### src/hdl/amsc_pkg.sv
// ----------------------------------------------------------------------------
// amsc_pkg
// Shared types and constants for the accelerometer magnitude step counter.
// ----------------------------------------------------------------------------
package amsc_pkg;

  localparam int unsigned QueueDepthDef = 2;
  localparam int unsigned RootSteps     = 16;

  localparam logic [8:0]  GainOne       = 9'd256;
  localparam logic [8:0]  GainReset     = 9'd51;
  localparam logic [15:0] ThreshReset   = 16'd4915;
  localparam logic [15:0] CooldownReset = 16'd300;
  localparam logic [24:0] FilterReset   = 25'(4096 << 8);
  localparam logic [24:0] FilterMax     = '1;
  localparam logic [31:0] RootBitInit   = 32'h4000_0000;

  typedef enum logic [1:0] {
    CFG_GAIN     = 2'd0,
    CFG_THRESH   = 2'd1,
    CFG_COOLDOWN = 2'd2
  } cfg_idx_e;

  typedef enum logic [0:0] {
    ACT_SAMPLE = 1'b0,
    ACT_CLEAR  = 1'b1
  } action_e;

  typedef enum logic [1:0] {
    F_IDLE,
    F_SQUARE,
    F_PUSH
  } front_state_e;

  typedef enum logic [2:0] {
    B_IDLE,
    B_ROOT,
    B_MULT,
    B_ADD,
    B_DONE
  } back_state_e;

  typedef struct packed {
    logic [8:0]  gain;
    logic [15:0] thresh;
    logic [15:0] cooldown;
  } cfg_t;

  // one classified request as it sits in the queue
  typedef struct packed {
    action_e     action;
    logic [31:0] sum_sq;
    logic [31:0] time_ms;
  } qent_t;

  typedef struct packed {
    logic empty;
    logic full;
  } q_stat_t;

endpackage

### src/hdl/amsc_front.sv
// ----------------------------------------------------------------------------
// amsc_front
// Accepts requests, sorts clears from samples and forms x*x + y*y + z*z with
// one shared multiplier, then pushes the request into the queue.
// ----------------------------------------------------------------------------
module amsc_front
  import amsc_pkg::*;
(
  input  logic               clk_i,
  input  logic               rst_ni,
  input  logic               in_valid_i,
  output logic               in_stall_o,
  input  logic               action_i,
  input  logic signed [15:0] accel_x_i,
  input  logic signed [15:0] accel_y_i,
  input  logic signed [15:0] accel_z_i,
  input  logic        [31:0] time_ms_i,
  input  q_stat_t            q_stat_i,
  output logic               push_o,
  output qent_t              push_data_o
);

  front_state_e       state_q, state_d;
  logic [1:0]         axis_q, axis_d;
  logic               action_q;
  logic signed [15:0] x_q, y_q, z_q;
  logic [31:0]        time_q;
  logic [31:0]        sum_q, sum_d;
  logic signed [15:0] operand;
  logic signed [31:0] square;
  logic               accept;

  assign in_stall_o = (state_q != F_IDLE);
  assign accept     = in_valid_i && !in_stall_o;

  always_comb begin
    case (axis_q)
      2'd0:    operand = x_q;
      2'd1:    operand = y_q;
      default: operand = z_q;
    endcase
  end

  assign square = 32'(operand) * 32'(operand);

  always_comb begin
    state_d = state_q;
    axis_d  = axis_q;
    sum_d   = sum_q;
    push_o  = 1'b0;
    unique case (state_q)
      F_IDLE: begin
        if (accept) begin
          axis_d  = 2'd0;
          sum_d   = '0;
          state_d = (action_i == ACT_CLEAR) ? F_PUSH : F_SQUARE;
        end
      end
      F_SQUARE: begin
        sum_d  = sum_q + square;
        axis_d = axis_q + 2'd1;
        if (axis_q == 2'd2) begin
          state_d = F_PUSH;
        end
      end
      F_PUSH: begin
        if (!q_stat_i.full) begin
          push_o  = 1'b1;
          state_d = F_IDLE;
        end
      end
      default: state_d = F_IDLE;
    endcase
  end

  assign push_data_o = '{action: action_e'(action_q), sum_sq: sum_q, time_ms: time_q};

  always_ff @(posedge clk_i or negedge rst_ni) begin
    if (!rst_ni) begin
      state_q <= F_IDLE;
      axis_q  <= '0;
    end else begin
      state_q <= state_d;
      axis_q  <= axis_d;
    end
  end

  always_ff @(posedge clk_i) begin
    sum_q <= sum_d;
    if (accept) begin
      action_q <= action_i;
      x_q      <= accel_x_i;
      y_q      <= accel_y_i;
      z_q      <= accel_z_i;
      time_q   <= time_ms_i;
    end
  end

endmodule

### src/hdl/amsc_queue.sv
// ----------------------------------------------------------------------------
// amsc_queue
// Short FIFO between the front and back parts.
// ----------------------------------------------------------------------------
module amsc_queue
  import amsc_pkg::*;
#(
  parameter int unsigned Depth = QueueDepthDef
) (
  input  logic    clk_i,
  input  logic    rst_ni,
  input  logic    push_i,
  input  qent_t   push_data_i,
  input  logic    pop_i,
  output qent_t   pop_data_o,
  output q_stat_t stat_o
);

  localparam int unsigned PtrW = (Depth > 1) ? $clog2(Depth) : 1;
  localparam int unsigned CntW = $clog2(Depth + 1);
  localparam logic [PtrW-1:0] PtrLast = PtrW'(Depth - 1);
  localparam logic [CntW-1:0] CntFull = CntW'(Depth);

  qent_t           mem_q [Depth];
  logic [PtrW-1:0] wr_ptr_q, rd_ptr_q;
  logic [CntW-1:0] count_q;
  logic            do_push, do_pop;

  assign stat_o.empty = (count_q == '0);
  assign stat_o.full  = (count_q == CntFull);
  assign do_push      = push_i && !stat_o.full;
  assign do_pop       = pop_i && !stat_o.empty;
  assign pop_data_o   = mem_q[rd_ptr_q];

  always_ff @(posedge clk_i or negedge rst_ni) begin
    if (!rst_ni) begin
      wr_ptr_q <= '0;
      rd_ptr_q <= '0;
      count_q  <= '0;
    end else begin
      if (do_push) begin
        wr_ptr_q <= (wr_ptr_q == PtrLast) ? '0 : wr_ptr_q + 1'b1;
      end
      if (do_pop) begin
        rd_ptr_q <= (rd_ptr_q == PtrLast) ? '0 : rd_ptr_q + 1'b1;
      end
      if (do_push && !do_pop) begin
        count_q <= count_q + 1'b1;
      end else if (do_pop && !do_push) begin
        count_q <= count_q - 1'b1;
      end
    end
  end

  always_ff @(posedge clk_i) begin
    if (do_push) begin
      mem_q[wr_ptr_q] <= push_data_i;
    end
  end

endmodule

### src/hdl/amsc_back.sv
// ----------------------------------------------------------------------------
// amsc_back
// Executes queued requests: bit-pair square root, low-pass filter update,
// step decision and the registered result.
// ----------------------------------------------------------------------------
module amsc_back
  import amsc_pkg::*;
(
  input  logic        clk_i,
  input  logic        rst_ni,
  input  cfg_t        cfg_i,
  input  q_stat_t     q_stat_i,
  input  qent_t       pop_data_i,
  output logic        pop_o,
  output logic        out_valid_o,
  input  logic        out_stall_i,
  output logic        step_seen_o,
  output logic [31:0] total_steps_o,
  output logic [15:0] smoothed_magnitude_o
);

  localparam int unsigned IterW = $clog2(RootSteps);
  localparam logic [IterW-1:0] IterLast = IterW'(RootSteps - 1);

  back_state_e        state_q, state_d;
  action_e            action_q;
  logic [31:0]        time_q;
  logic [31:0]        rem_q, rem_d;
  logic [31:0]        root_q, root_d;
  logic [31:0]        bit_q, bit_d;
  logic [IterW-1:0]   iter_q, iter_d;
  logic signed [36:0] prod_q, prod_d;
  logic [24:0]        filt_q, filt_d;
  logic [31:0]        stamp_q, stamp_d;
  logic [31:0]        total_q, total_d;
  logic               out_valid_q, out_valid_d;
  logic               seen_q, seen_d;
  logic [31:0]        out_total_q, out_total_d;
  logic [15:0]        smooth_q, smooth_d;

  logic [31:0]        trial;
  logic [8:0]         alpha;
  logic signed [26:0] diff;
  logic signed [9:0]  alpha_s;
  logic signed [36:0] delta;
  logic signed [37:0] filt_sum;
  logic               load_ok;
  logic               hit;

  assign trial   = root_q + bit_q;
  assign alpha   = (cfg_i.gain > GainOne) ? GainOne : cfg_i.gain;
  assign alpha_s = $signed({1'b0, alpha});
  assign diff    = $signed({3'b000, root_q[15:0], 8'h00}) - $signed({2'b00, filt_q});
  assign delta   = prod_q >>> 8;  // floor division by 256
  assign filt_sum = $signed({13'd0, filt_q}) + 38'(delta);
  assign load_ok = !out_valid_q || !out_stall_i;
  assign hit     = (filt_q > {1'b0, cfg_i.thresh, 8'h00}) &&
                   ((time_q - stamp_q) > {16'd0, cfg_i.cooldown});

  always_comb begin
    state_d     = state_q;
    rem_d       = rem_q;
    root_d      = root_q;
    bit_d       = bit_q;
    iter_d      = iter_q;
    prod_d      = prod_q;
    filt_d      = filt_q;
    stamp_d     = stamp_q;
    total_d     = total_q;
    out_valid_d = out_valid_q && out_stall_i;
    seen_d      = seen_q;
    out_total_d = out_total_q;
    smooth_d    = smooth_q;
    pop_o       = 1'b0;
    unique case (state_q)
      B_IDLE: begin
        if (!q_stat_i.empty) begin
          pop_o   = 1'b1;
          rem_d   = pop_data_i.sum_sq;
          root_d  = '0;
          bit_d   = RootBitInit;
          iter_d  = '0;
          state_d = (pop_data_i.action == ACT_CLEAR) ? B_DONE : B_ROOT;
        end
      end
      B_ROOT: begin
        if (rem_q >= trial) begin
          rem_d  = rem_q - trial;
          root_d = (root_q >> 1) + bit_q;
        end else begin
          root_d = root_q >> 1;
        end
        bit_d  = bit_q >> 2;
        iter_d = iter_q + 1'b1;
        if (iter_q == IterLast) begin
          state_d = B_MULT;
        end
      end
      B_MULT: begin
        prod_d  = 37'(diff) * 37'(alpha_s);
        state_d = B_ADD;
      end
      B_ADD: begin
        if (filt_sum[37]) begin
          filt_d = '0;
        end else if (|filt_sum[36:25]) begin
          filt_d = FilterMax;
        end else begin
          filt_d = filt_sum[24:0];
        end
        state_d = B_DONE;
      end
      B_DONE: begin
        if (load_ok) begin
          if (action_q == ACT_CLEAR) begin
            total_d = '0;
            seen_d  = 1'b0;
          end else if (hit) begin
            total_d = total_q + 32'd1;
            stamp_d = time_q;
            seen_d  = 1'b1;
          end else begin
            seen_d  = 1'b0;
          end
          out_total_d = total_d;
          smooth_d    = filt_q[24] ? 16'hFFFF : filt_q[23:8];
          out_valid_d = 1'b1;
          state_d     = B_IDLE;
        end
      end
      default: state_d = B_IDLE;
    endcase
  end

  always_ff @(posedge clk_i or negedge rst_ni) begin
    if (!rst_ni) begin
      state_q     <= B_IDLE;
      iter_q      <= '0;
      filt_q      <= FilterReset;
      stamp_q     <= '0;
      total_q     <= '0;
      out_valid_q <= 1'b0;
    end else begin
      state_q     <= state_d;
      iter_q      <= iter_d;
      filt_q      <= filt_d;
      stamp_q     <= stamp_d;
      total_q     <= total_d;
      out_valid_q <= out_valid_d;
    end
  end

  always_ff @(posedge clk_i) begin
    rem_q       <= rem_d;
    root_q      <= root_d;
    bit_q       <= bit_d;
    prod_q      <= prod_d;
    seen_q      <= seen_d;
    out_total_q <= out_total_d;
    smooth_q    <= smooth_d;
    if (pop_o) begin
      action_q <= pop_data_i.action;
      time_q   <= pop_data_i.time_ms;
    end
  end

  assign out_valid_o          = out_valid_q;
  assign step_seen_o          = seen_q;
  assign total_steps_o        = out_total_q;
  assign smoothed_magnitude_o = smooth_q;

endmodule

### src/hdl/accel_magnitude_step_counter.sv
// ----------------------------------------------------------------------------
// accel_magnitude_step_counter
// Step detector on accelerometer magnitude with low-pass filtering.
// ----------------------------------------------------------------------------
//  channel | handshake              | payload
//  --------+------------------------+--------------------------------------
//  in      | in_valid_i/in_stall_o  | action, accel_x/y/z, time_ms
//  out     | out_valid_o/out_stall_i| step_seen, total_steps,
//          |                        | smoothed_magnitude
//  cfg     | cfg_valid_i/cfg_ready_o| cfg_index_i, cfg_data_i
//
//  A sample passes the front's squaring, the queue, the back part's 16-step
//  square root loop, filter multiply and add, and the result register; the
//  back part pops a new request only after loading the result. A clear
//  skips squaring, root and filter. The front holds off new requests while
//  it squares a sample and pushes a request, longer while the queue is full.
//  Reset restores the filter to 1 g and zeroes count and stamp.
//  A stalled result holds the back part in its final state.
// ----------------------------------------------------------------------------
module accel_magnitude_step_counter
  import amsc_pkg::*;
#(
  parameter int unsigned QueueDepth = QueueDepthDef
) (
  input  logic               clk_i,
  input  logic               rst_ni,
  input  logic               in_valid_i,
  output logic               in_stall_o,
  input  logic               action_i,
  input  logic signed [15:0] accel_x_i,
  input  logic signed [15:0] accel_y_i,
  input  logic signed [15:0] accel_z_i,
  input  logic        [31:0] time_ms_i,
  output logic               out_valid_o,
  input  logic               out_stall_i,
  output logic               step_seen_o,
  output logic        [31:0] total_steps_o,
  output logic        [15:0] smoothed_magnitude_o,
  input  logic               cfg_valid_i,
  output logic               cfg_ready_o,
  input  logic        [1:0]  cfg_index_i,
  input  logic        [15:0] cfg_data_i
);

  cfg_t    cfg_q;
  q_stat_t q_stat;
  logic    push, pop;
  qent_t   push_data, pop_data;

  assign cfg_ready_o = 1'b1;

  always_ff @(posedge clk_i or negedge rst_ni) begin
    if (!rst_ni) begin
      cfg_q.gain     <= GainReset;
      cfg_q.thresh   <= ThreshReset;
      cfg_q.cooldown <= CooldownReset;
    end else if (cfg_valid_i && cfg_ready_o) begin
      unique case (cfg_idx_e'(cfg_index_i))
        CFG_GAIN:     cfg_q.gain     <= cfg_data_i[8:0];
        CFG_THRESH:   cfg_q.thresh   <= cfg_data_i;
        CFG_COOLDOWN: cfg_q.cooldown <= cfg_data_i;
        default:      ;  // unmapped index, write dropped
      endcase
    end
  end

  amsc_front u_front (
    .clk_i       (clk_i),
    .rst_ni      (rst_ni),
    .in_valid_i  (in_valid_i),
    .in_stall_o  (in_stall_o),
    .action_i    (action_i),
    .accel_x_i   (accel_x_i),
    .accel_y_i   (accel_y_i),
    .accel_z_i   (accel_z_i),
    .time_ms_i   (time_ms_i),
    .q_stat_i    (q_stat),
    .push_o      (push),
    .push_data_o (push_data)
  );

  amsc_queue #(
    .Depth (QueueDepth)
  ) u_queue (
    .clk_i       (clk_i),
    .rst_ni      (rst_ni),
    .push_i      (push),
    .push_data_i (push_data),
    .pop_i       (pop),
    .pop_data_o  (pop_data),
    .stat_o      (q_stat)
  );

  amsc_back u_back (
    .clk_i                (clk_i),
    .rst_ni               (rst_ni),
    .cfg_i                (cfg_q),
    .q_stat_i             (q_stat),
    .pop_data_i           (pop_data),
    .pop_o                (pop),
    .out_valid_o          (out_valid_o),
    .out_stall_i          (out_stall_i),
    .step_seen_o          (step_seen_o),
    .total_steps_o        (total_steps_o),
    .smoothed_magnitude_o (smoothed_magnitude_o)
  );

endmodule

### config.mk
export PLATFORM = sky130hd
export DESIGN_NAME = accel_magnitude_step_counter
export DESIGN_NICKNAME = d
export VERILOG_FILES = /design/src/hdl/amsc_pkg.sv /design/src/hdl/amsc_front.sv /design/src/hdl/amsc_queue.sv /design/src/hdl/amsc_back.sv /design/src/hdl/accel_magnitude_step_counter.sv
export SDC_FILE = /design/constraint.sdc
export NUM_CORES = 2
export LEC_CHECK = 0
export ABC_CLOCK_PERIOD_IN_PS = 7600
export BUFFER_PORTS_ARGS = -buffer_cell sky130_fd_sc_hd__buf_2
export CAP_MARGIN = 20
export CORE_MARGIN = 2
export CORE_UTILIZATION = 58
export CTS_CLUSTER_SIZE = 24
export DETAILED_ROUTE_END_ITERATION = 7
export PLACE_DENSITY_LB_ADDON = 0.2
export SYNTH_ARGS = -nofsm -noshare
export SYNTH_HDL_FRONTEND = slang
export SYNTH_HIERARCHICAL = 1
export SYNTH_SLANG_ARGS = --single-unit
### constraint.sdc
create_clock -name clk_i -period 7.6 [get_ports clk_i]
set_input_delay 0.38 -clock clk_i [delete_from_list [all_inputs] [get_ports clk_i]]
set_output_delay 0.38 -clock clk_i [all_outputs]
set_load 0.05 [all_outputs]
; Word-level counts from Yosys, hierarchy flattened
; Memory sizes are Yosys's and may differ from the RTL's.
; Index checks and enable logic that the tools add are counted.
[totals]
register_bits = 474
ramBits = 130
word_cells = 148
n_memories = 1
[classes]
addsub = 14
multipliers = 2
n_lt_le_gt_ge = 4
n_eq_ne = 19
mux = 43
bitwise_logic = 1
reduce_logical = 35
[mem_list]
columns = memory, depth, word_bits, read_ports, rd_ports_with_merged_regs, wr, line
row1 = u_queue.mem_q, 2, 65, 1, 0, 1, amsc_queue.sv:24  ; qent_t mem_q [Depth];
[op_table]
columns = op, count
row1 = 32-bit 2-to-1 mux, 8
row2 = 32-bit one-hot mux with 2 select lines, 4
row3 = 32-bit adder, 2
row4 = 32-bit subtractor, 2
row5 = 25-bit 2-to-1 mux, 2
row6 = 26-bit by 10-bit multiplier with 36-bit output, 1
row7 = 31-bit by 32-bit adder with 32-bit output, 1
row8 = 32-bit by 1-bit adder with 32-bit output (second input constant), 1
row9 = 32-bit >= comparator, 1
row10 = 32-bit by 16-bit greater-than comparator with 1-bit output, 1
row11 = 16-bit by 16-bit multiplier with 32-bit output, 1
row12 = 16-bit one-hot mux with 2 select lines, 1
row13 = 26-bit by 29-bit adder with 30-bit output, 1
row14 = 24-bit by 25-bit subtractor with 26-bit output, 1
row15 = 25-bit by 24-bit greater-than comparator with 1-bit output, 1
row16 = 3-bit one-hot mux with 5 select lines, 1
row17 = 2-bit 2-to-1 mux, 7
row18 = 3-bit 2-to-1 mux, 4
row19 = 2-bit AND reduction, 6
row20 = 12-bit OR reduction, 1
row21 = 1-bit 2-to-1 mux, 11
row22 = 2-bit by 1-bit inequality test with 1-bit output (second input constant), 5
row23 = 9-bit greater-than comparator (second input constant), 1
row24 = 9-bit 2-to-1 mux, 1
row25 = other kinds (24), 53

; Logic depth before layout (Yosys ltp)
[depth]
word_depth = 8
ltp_mapped = 33
mapped_depth_nobuf = 33

; Modules after synthesis
; The synthesis kept the hierarchy.
[modules_own_cells]
columns = mod, instances, cells_per_inst, area_each_um2, seq_area_each_um2
row1 = amsc_back, 1, 2941, 27587.7, 8134.1
row2 = amsc_front, 1, 1272, 13830.8, 3493.4
row3 = amsc_queue, 1, 221, 5048.6, 4003.8
row4 = accel_magnitude_step_counter, 1, 90, 1675.4, 1044.8

; Worst setup path before layout
; Ideal clock, no wire load.
[synth_path]
kind = reg2reg
from = register u_back.filt_q[2]
to = register u_back.prod_q[35] (data pin)
t_arrival_ps = 7397
path_slack_ps = -72
path_stages_with_launch = 33
path_buffers = 1
path_cell_list = dfrtp_1 clkbuf_1 nor3_1 a41o_1 and3_1 o21ai_1 a21oi_1 a211oi_1 o31ai_1 and2_1 o21ai_0 and2_1 xnor2_1 nand2_1 fa_1 inv_1 fa_1 fa_1 fa_1 inv_1 fa_1 inv_1 ha_1 a21oi_1 nor2b_1 o21ai_0 nand2b_1 a21o_1 a211oi_1 o31ai_1 a21o_1 a2111oi_0 xnor2_1
[synth_via]
elab_chain_len = 2
[synth_lines]
columns = element, line
row1 = "start, declared", amsc_back.sv:33  ; logic [24:0] filt_q, filt_d;
row2 = "start signal, assigned", amsc_back.sv:139  ; filt_q <= FilterReset;
row3 = "start signal, assigned", amsc_back.sv:146  ; filt_q <= filt_d;
row4 = 24-bit by 25-bit subtractor with 26-bit output, amsc_back.sv:53  ; assign diff = $signed({3'b000, root_q[15:0], 8'h00}) - $signed({2'b00, filt_q});
row5 = 26-bit by 10-bit multiplier with 36-bit output, amsc_back.sv:100  ; prod_d = 37'(diff) * 37'(alpha_s);
row6 = "end signal, assigned", amsc_back.sv:157  ; prod_q <= prod_d;
row7 = "end, declared", amsc_back.sv:32  ; logic signed [36:0] prod_q, prod_d;
; No other way between the ends.
; A chain may end at the register's enable or synchronous reset.

; Worst setup path in the final report
[layout_path]
from = register u_back.root_q[0]
to = register u_back.prod_q[35] (data pin)
[layout_via]
elab_chain_len = 2
[layout_lines]
columns = element, line
row1 = "start, declared", amsc_back.sv:29  ; logic [31:0] root_q, root_d;
row2 = "start signal, assigned", amsc_back.sv:155  ; root_q <= root_d;
row3 = 24-bit by 25-bit subtractor with 26-bit output, amsc_back.sv:53
row4 = 26-bit by 10-bit multiplier with 36-bit output, amsc_back.sv:100
; No other way between the ends.

==> flow_summary.json <==
{
  "clkTransAtPathRegs_ns": 0.07,
  "synth-edff-count": 433,
  "first_global_vias": 35400,
  "numPortBuffers": 154,
  "detailed_place.area_sq_um": 51000,
  "grtUsageTotal": 0.267,
  "outcome": "finished, final reports clean",
  "dp_hpwl_um": 84200,
  "rsz0062_at_grt": "yes",
  "syn-cell-area_sq_um": 48100,
  "routed_wl_um": 112000,
  "cts_made_buffers": 67,
  "worstSetupPathType": "flop to flop",
  "critPathLaunchType": "flop",
  "htree_num_levels": 3,
  "wl_per_cell_um": 18.6,
  "max_stage_delay_ns": 0.56,
  "relSlewSlack": 0.339,
  "slowest_stage": "fa_1",
  "end_kind": "flop",
  "hold_start": "cfg_data_i[11]",
  "cts_num_sinks": 579,
  "chipWidth_um": 292,
  "yosysSeqAreaShare": 0.346,
  "ys_types": 94,
  "final.period_utilization": 0.991,
  "synthFlopType": "edfxtp_1",
  "worst_pin_slew_ns": 0.989,
  "clk_path_buf_depth": 3,
  "start_util": 0.586,
  "hp-class": "input port to flop",
  "grt_max_degree": 95,
  "finalHoldViolations": 0,
  "ys_warn_count": 6,
  "vias": 34000,
  "row_count": 105,
  "antenna_left": 0,
  "die_area_sq_um": 85300,
  "grt_overflow": 0,
  "synth_fp_nets": 5447,
  "worst_ep_arrival_time_ns": 7.89,
  "finClkSkew_ns": 0.0480,
  "layout_common_cells": "inv_1, fa_1, edfxtp_1, nand2_1, ha_1",
  "fillers": 6176,
  "drv_cap": 0,
  "finalCriticalPeriod_ns": 7.53,
  "worstSkewPairLatency_ns": 0.63,
  "area_delta_synth_final_pct": 13.8,
  "finalSetupViolCount": 0,
  "io_pins": 156,
  "async_flop_share": 0.252,
  "drive_gt1_frac": 0.149,
  "finalInstanceArea_sq_um": 54800,
  "syn_inst": 4524,
  "setup.worst_path.start": "u_back/root_q[0]",
  "fin_nets": 5805,
  "dieHeight_um": 292,
  "cpMostUsedCell": "fa_1",
  "first_pass_iters": 5,
  "tns_ns": 0,
  "avgSynthCellArea_sq_um": 10.6,
  "viasPerCell": 5.66,
  "finalMaxSlewViolations": 0,
  "rr_startpoint": "u_back/root_q[0]",
  "antenna_found_initial": 4,
  "crit_required_ns": 7.96,
  "synth_seq_cells": 579,
  "drt_iter0_markers": 2246,
  "place.gp.congestion": 0.937,
  "remaining_drc_errors": 0,
  "cts-root-buf": "clkbuf_16",
  "core_area_sq_um": 82100,
  "path_max_fanout": 4,
  "grt_pass1_wl_um": 182000,
  "fmax_mhz": 133,
  "final_common_cell": "inv_1",
  "cts_tree": "built"
}
==> layer usage <==
layer / wire (um) / track usage
met3: 7810 / 0.0519
met1: 47000 / 0.352
met5: 26 / 0
met2: 54000 / 0.449
met4: 3140 / 0.0805
==> per-stage QoR <==
| stage | util | std cells | worst slack, ns | hold WS (ns) |
|---|---|---|---|---|
| 5_1_grt | 0.667 | 6009 | -0.157 | 0.0445 |
| 6_report | 0.667 | 6009 | 0.0719 | 0.0491 |
| 3_5_place_dp | 0.621 | 5781 | -0.333 | 0.429 |
| 3_3_place_gp | 0.621 | 5781 | -0.161 | 0.423 |
| 4_1_cts | 0.661 | 5994 | 0.00194 | 0.0194 |
| 2_1_floorplan | - | 4524 | 0.00362 | 0.0844 |
==> flip-flops by register name, indices dropped and copies added, names as in the netlist, 25 cells and up <==
register / count
u_back/root_q: 32
u_back/time_q: 32
u_back/prod_q: 28
u_back/rem_q: 32
u_back/filt_q: 25
u_back/total_q: 32
u_front/time_q: 32
u_back/stamp_q: 32
u_front/sum_q: 32
u_queue/mem_q: 130
u_back/total_steps_o: 32
cfg_q: 41
==> cells in the mapped netlist (all sizes together), types with 22 or more instances <==
master | instances | area [sq um]
inv | 678 | 2540
fa | 457 | 9150
edfxtp | 433 | 13000
nand2 | 374 | 1400
ha | 362 | 4530
nor2 | 340 | 1290
a21oi | 179 | 900
o21ai | 143 | 723
mux2 | 138 | 1780
xnor2 | 134 | 1170
dfrtp | 130 | 3250
xor2 | 109 | 955
clkbuf | 100 | 375
and2 | 82 | 513
a21o | 79 | 593
nand3 | 74 | 370
nor2b | 51 | 319
nor3 | 48 | 240
buf | 40 | 300
or4 | 36 | 270
a31oi | 35 | 219
nand2b | 35 | 219
nand4 | 32 | 200
a221o | 29 | 290
o21a | 28 | 210
o31ai | 28 | 215
or2 | 28 | 175
o211ai | 27 | 203
a211oi | 25 | 188
or3 | 25 | 156
o21bai | 22 | 176
==> area by class of cell <==
class                      instances  area (sq um)  share of cell area
multi-input combinational       3124         28700               0.524
inverter                         681          2560              0.0468
clock inverter                    45           652              0.0119
clock buffer                      79          1740              0.0318
timing repair buffer             429          3110              0.0567
sequential                       579         16700               0.305
tap                             1070          1340              0.0244
antenna                            2          5.00           0.0000914
==> worst paths after layout <==
kind | to | cells past startpoint | slack [ns]
worst max-delay path | u_back/prod_q[35] | 31 | 0.07
worst min-delay path | cfg_q[27] | 2 | 0.05
worst max register to register | u_back/prod_q[35] | 31 | 0.07
worst min register to register | u_queue/mem_q[0][21] | 0 | 0.44
max in group asynchronous | u_back/filt_q[3] | 3 | 5.75
min in group asynchronous | u_back/total_q[24] | 2 | 0.37
==> worst max-delay path, delay by kind of cell (launching register included) <==
kind                     cells  cell delay (ns)
AO/OA/AOI/OAI               10             2.00
buffers and inverters        6             0.59
AND/OR/NAND/NOR              6             0.94
flip-flops                   1             0.43
XOR/XNOR                     2             0.22
adder cells (fa/ha/maj)      7             3.14
==> cell families after synthesis <==
logic type | count (synthesis) | synth area share
adders and majority gates | 819 | 0.284
muxes | 149 | 0.0392
buffers and inverters | 821 | 0.0671
other | 1 | 0.0000779
AOI/OAI and AO/OA | 718 | 0.100
DFF | 579 | 0.346
xor gates and xnor gates | 244 | 0.0447
and+or+nand+nor | 1193 | 0.118
==> what timing repair did <==
action | in CTS | in global routing
hold buffers | 82 | 0
endpoints found under the hold margin | 158 | 0
pin swaps | 8 | 43
resized for setup | 11 | 84
setup endpoints to repair | 5 | 21
setup buffers | 7 | 14
Power is not shown: default switching activity piles up to over one toggle a cycle in this logic, so the estimate is an artifact.
